==> config.mk <==
export PLATFORM = sky130hd
export DESIGN_NAME = sasbs_iter
export DESIGN_NICKNAME = d
export VERILOG_FILES = /design/src/design/sasbs_pkg.sv /design/src/design/sasbs_iter.sv
export SDC_FILE = /design/constraint.sdc
export NUM_CORES = 1
export LEC_CHECK = 0
export BUFFER_PORTS_ARGS = -buffer_cell sky130_fd_sc_hd__buf_2
export CORE_ASPECT_RATIO = 0.9
export CORE_MARGIN = 4
export CORE_UTILIZATION = 40
export DETAILED_ROUTE_END_ITERATION = 10
export GPL_TIMING_DRIVEN = 0
export PLACE_DENSITY = 0.62
export SLEW_MARGIN = 20
export SYNTH_ARGS = -nofsm -noshare
export SYNTH_HDL_FRONTEND = slang
export SYNTH_SLANG_ARGS = --single-unit
==> constraint.sdc <==
create_clock -name i_clk -period 11.88 [get_ports i_clk]
set_clock_uncertainty 0.2 [all_clocks]
set_input_delay 1.782 -clock i_clk [delete_from_list [all_inputs] [get_ports i_clk]]
set_output_delay 1.782 -clock i_clk [all_outputs]
set_load 0.02 [all_outputs]
==> src/design/sasbs_pkg.sv <==
// Shared types, constants and register codes of the spectrum AGC smoother.
package sasbs_pkg;

    localparam int BINS   = 1024;
    localparam int ADDR_W = $clog2(BINS);
    localparam int FILL_W = ADDR_W + 1;

    localparam logic [31:0] ONE_Q16   = 32'h0001_0000;
    localparam logic [31:0] SAT32     = 32'hFFFF_FFFF;
    localparam logic [41:0] SAT42     = 42'h3FF_FFFF_FFFF;
    localparam logic [16:0] UNITY_Q16 = 17'h1_0000;

    localparam logic [1:0] CFG_ENABLE    = 2'd0;
    localparam logic [1:0] CFG_PEAK_FLR  = 2'd1;
    localparam logic [1:0] CFG_PEAK_DEC  = 2'd2;
    localparam logic [1:0] CFG_BIN_SMOOTH = 2'd3;

    localparam logic [31:0] RST_PEAK_FLR  = 32'd65536;
    localparam logic [15:0] RST_PEAK_DEC  = 16'd62259;
    localparam logic [15:0] RST_BIN_SMOOTH = 16'd39322;

    // Each store entry holds all four views of one bin.
    typedef struct packed {
        logic [31:0] raw_mag;
        logic [31:0] norm_mag;
        logic [31:0] raw_avg;
        logic [31:0] norm_avg;
    } t_entry;

    typedef struct packed {
        logic start;
        logic is_div;
    } t_iter_ctl;

    typedef struct packed {
        logic busy;
        logic done;
    } t_iter_stat;

    typedef enum logic [4:0] {
        S_IDLE,
        S_B_SQRE,
        S_B_SQIM,
        S_B_SUM,
        S_B_ROOT,
        S_B_MAG,
        S_B_NORM,
        S_B_RAVG0,
        S_B_RAVG1,
        S_B_NAVG0,
        S_B_NAVG1,
        S_B_WRITE,
        S_F_CMP,
        S_F_SEL,
        S_F_MUL1,
        S_F_SUM,
        S_F_DIV,
        S_F_WAIT,
        S_Q_SETUP,
        S_Q_WALK,
        S_Q_DRAIN,
        S_OUT
    } t_state;

endpackage

==> src/design/sasbs_iter.sv <==
// Shift-and-subtract unit: 64-bit integer square root or 2^32 / divisor.
module sasbs_iter (
    input  logic                  i_clk,
    input  logic                  i_rst_n,
    input  sasbs_pkg::t_iter_ctl  i_ctl,
    input  logic [63:0]           i_rad,
    input  logic [31:0]           i_den,
    output sasbs_pkg::t_iter_stat o_stat,
    output logic [31:0]           o_root,
    output logic [32:0]           o_quot
);

    logic [63:0] r_rem;
    logic [63:0] r_res;
    logic [63:0] r_bit;
    logic [31:0] r_den;
    logic [5:0]  r_cnt;
    logic        r_div;
    logic        r_busy;
    logic        r_done;

    logic [63:0] trial;
    logic [32:0] shifted;

    assign trial   = r_res + r_bit;
    assign shifted = {r_rem[31:0], (r_cnt == 6'd32)};

    always_ff @(posedge i_clk) begin
        if (!i_rst_n) begin
            r_busy <= 1'b0;
            r_done <= 1'b0;
        end else begin
            r_done <= 1'b0;
            if (i_ctl.start) begin
                r_busy <= 1'b1;
            end else if (r_busy && r_cnt == 6'd0) begin
                r_busy <= 1'b0;
                r_done <= 1'b1;
            end
        end
    end

    always_ff @(posedge i_clk) begin
        if (i_ctl.start) begin
            r_div <= i_ctl.is_div;
            r_res <= '0;
            r_bit <= 64'd1 << 62;
            r_den <= i_den;
            if (i_ctl.is_div) begin
                r_rem <= '0;
                r_cnt <= 6'd32;
            end else begin
                r_rem <= i_rad;
                r_cnt <= 6'd31;
            end
        end else if (r_busy) begin
            r_cnt <= r_cnt - 6'd1;
            if (r_div) begin
                if (shifted >= {1'b0, r_den}) begin
                    r_rem <= 64'(shifted - {1'b0, r_den});
                    r_res <= {r_res[62:0], 1'b1};
                end else begin
                    r_rem <= 64'(shifted);
                    r_res <= {r_res[62:0], 1'b0};
                end
            end else begin
                if (r_rem >= trial) begin
                    r_rem <= r_rem - trial;
                    r_res <= (r_res >> 1) + r_bit;
                end else begin
                    r_res <= r_res >> 1;
                end
                r_bit <= r_bit >> 2;
            end
        end
    end

    assign o_stat.busy = r_busy;
    assign o_stat.done = r_done;
    assign o_root      = r_res[31:0];
    assign o_quot      = r_res[32:0];

endmodule

==> results.cfg <==
[run_status]
outcome = complete, no violations

[routing]
wl_met2_um = 33200
post_drt_wl_per_cell_um = 22.3
top_layer_used = met4
wl_met1_um = 33500
routed_via_density = 6.10
met3_length_um = 6120
vias = 20500
drc = 0
drt_iter0_markers = 2022
finalWirelength_um = 74900
firstDrtPassIters = 6
postRouteAntennaNets = 0

[sta]
layout_setup_ws_ns = 4.05
hold_ws_ns = 0.287
drv_slew = 0
max_slew_margin_pct = 35.6
min_period_ns = 7.83
hold_viol_final = 0
period_share_pct = 65.9
fmax_ghz = 0.128
setup_viol = 0
rsz0062_at_grt = false
worstMarginPinSlew_ns = 0.967
finalSetupTns_ns = 0

[cts]
clock_path_buffers = 3
postCtsResizedCells = 0
root_buffer = clkbuf_16
cts.clk_slew.worst_paths_ns = 0.06
cts_tree = yes
clk_latency_ns = 0.57
post_cts_buffers = 0
postCtsHoldBufs = 0
htreeDepth = 1
numCtsBuffers = 26
cts_sinks = 201

[floorplan]
core_um2 = 49100
io_pins = 167
start_util_pct = 40.5
die_h_um = 220
fp-row-count = 77
dieWidth_um = 243
design.die.area_um2 = 53400

[synth]
synth_cell_types = 88
synthTopCellsByArea = edfxtp_1 16%, ha_1 10%, dfxtp_1 9.9%, nand2_1 5.7%, a21oi_1 4.9%
synth_area_per_cell_um2 = 7.94
synthesis.area_um2 = 19900
synth_flop_cell = edfxtp_1
synth_edf_count = 103
yosys_register_bits = 201
synth_top_cell_area_share_pct = 15.5
syn_nets = 2770
synthArstFlopShare_pct = 0
seq_area_frac_synth_pct = 25.4
yosys_warnings = 0
yosysTopAreaCell = edfxtp_1
netlist_instances = 2505

[place]
gp_congestion = 0.980
port_buffers = 166
dp_cells = 3306
hpwl_um = 59400
place_ws_ns = 4.26

[power]
p_leak_uw = 0.00903
ir_drop_mv = 0.173
power_density_nw_per_um2 = 216

[worst_setup_path]
required_ns = 11.99
end_kind = register
slowest_delay_ns = 0.69
cp-start-kind = register
critical_path_class = reg2reg
arrival_ns = 7.94
r2r_start = r_res[0]
critPathMaxFanout = 20
critPathLaunch = r_res[0]
slowest_stage = o311ai_1

[global_route]
first_global_vias = 19000
grt_pass1_wl_um = 113000
track_usage_pct = 26.7
grt_max_degree = 37
grt_overflow_total = 0
antenna_found_initial = 1

[hold_path]
min_from = r_bit[0]
min_path_type = reg2reg

[flow_run]
drv_cap = 0

[cells_and_area]
syn2layout_area_growth_pct = 13.3
fin_nets = 2967
regArea_um2 = 5050
fin_util_pct = 45.9
layout_common_cells = 302 x nand2_1, 194 x a21oi_1, 187 x buf_2
fillers = 4942
n_antenna_cell = 0
layout_commonest_cell = nand2_1
instances_no_fill = 3354
multi_input_area_um2 = 13400
drive_gt1_share_pct = 13.0
[worst paths after layout]
check,to,slack (ns),cells after the start
max,r_rem[10],4.05,26
min,r_bit[0],0.29,2
max reg2reg,r_rem[10],4.05,26
min reg2reg,r_bit[0],0.29,2
[flip-flops by register name (all words and copies together), names as in the netlist]
name	flops
r_div	1
r_res	64
r_busy	1
r_cnt	6
r_bit	32
r_done	1
r_rem	64
r_den	32
[stage by stage]
step,total power [uW],instance area (um^2)
2_1_floorplan,3170,19900
3_3_place_gp,3920,21500
3_5_place_dp,3940,21600
4_1_cts,4840,22500
5_1_grt,5210,22500
6_report,4880,22500
[Yosys cell counts (all sizes together) (18+ instances only)]
master,n
nand2b,22
o211ai,36
o31ai,28
clkbuf,125
o21ai,155
edfxtp,103
o21bai,26
nor2,177
ha,163
nor2b,18
nand2,302
nand3,48
inv,72
dfxtp,98
buf,99
a21o,45
xor2,83
a21oi,196
and3,35
o21a,33
nor3,52
a31oi,67
nand4,57
a211oi,29
xnor2,102
mux2i,41
and2,21
a311oi,24
a22oi,43
[cell type report]
class / instances / area share [%]
plain buffers: 224 / 5.22
clock buffers: 42 / 3.89
clock inverters: 6 / 0.250
inverters: 72 / 1.20
multi-input cells: 2008 / 59.5
flip-flops and latches: 201 / 22.4
well taps: 632 / 3.51
repair buffers: 169 / 4.05
[power breakdown]
group	switching [uW]	internal, uW	total, uW
registers	133	914	1050
logic	1820	1140	2960
clock network	347	526	872
[worst max-delay path: cells and delay by family (launching register included)]
kind                     cells  cell delay (ns)
flip-flops                   1             0.39
XOR/XNOR                     1             0.13
adder cells (fa/ha/maj)      3             0.73
AO/OA/AOI/OAI               13             3.80
AND/OR/NAND/NOR              4             0.97
buffers and inverters        5             1.33
[cells by family (layout without fill, tap and decap cells)]
group,after synthesis,count (layout),synth area share (%)
mux,43,43,2.18
fa+ha+maj,165,165,10.5
flops,201,201,25.4
xor+xnor,185,185,8.15
compound gates,825,825,27.9
simple gates,790,790,18.6
buf+inv,296,513,7.27
[per-layer routing]
metal,track usage [%],vias up
met5,0,-
met4,7.31,0
met3,3.87,133
met2,42.8,976
met1,37.8,9691
li1,-,9661
No activity file was read; power rests on OpenSTA's default activity.
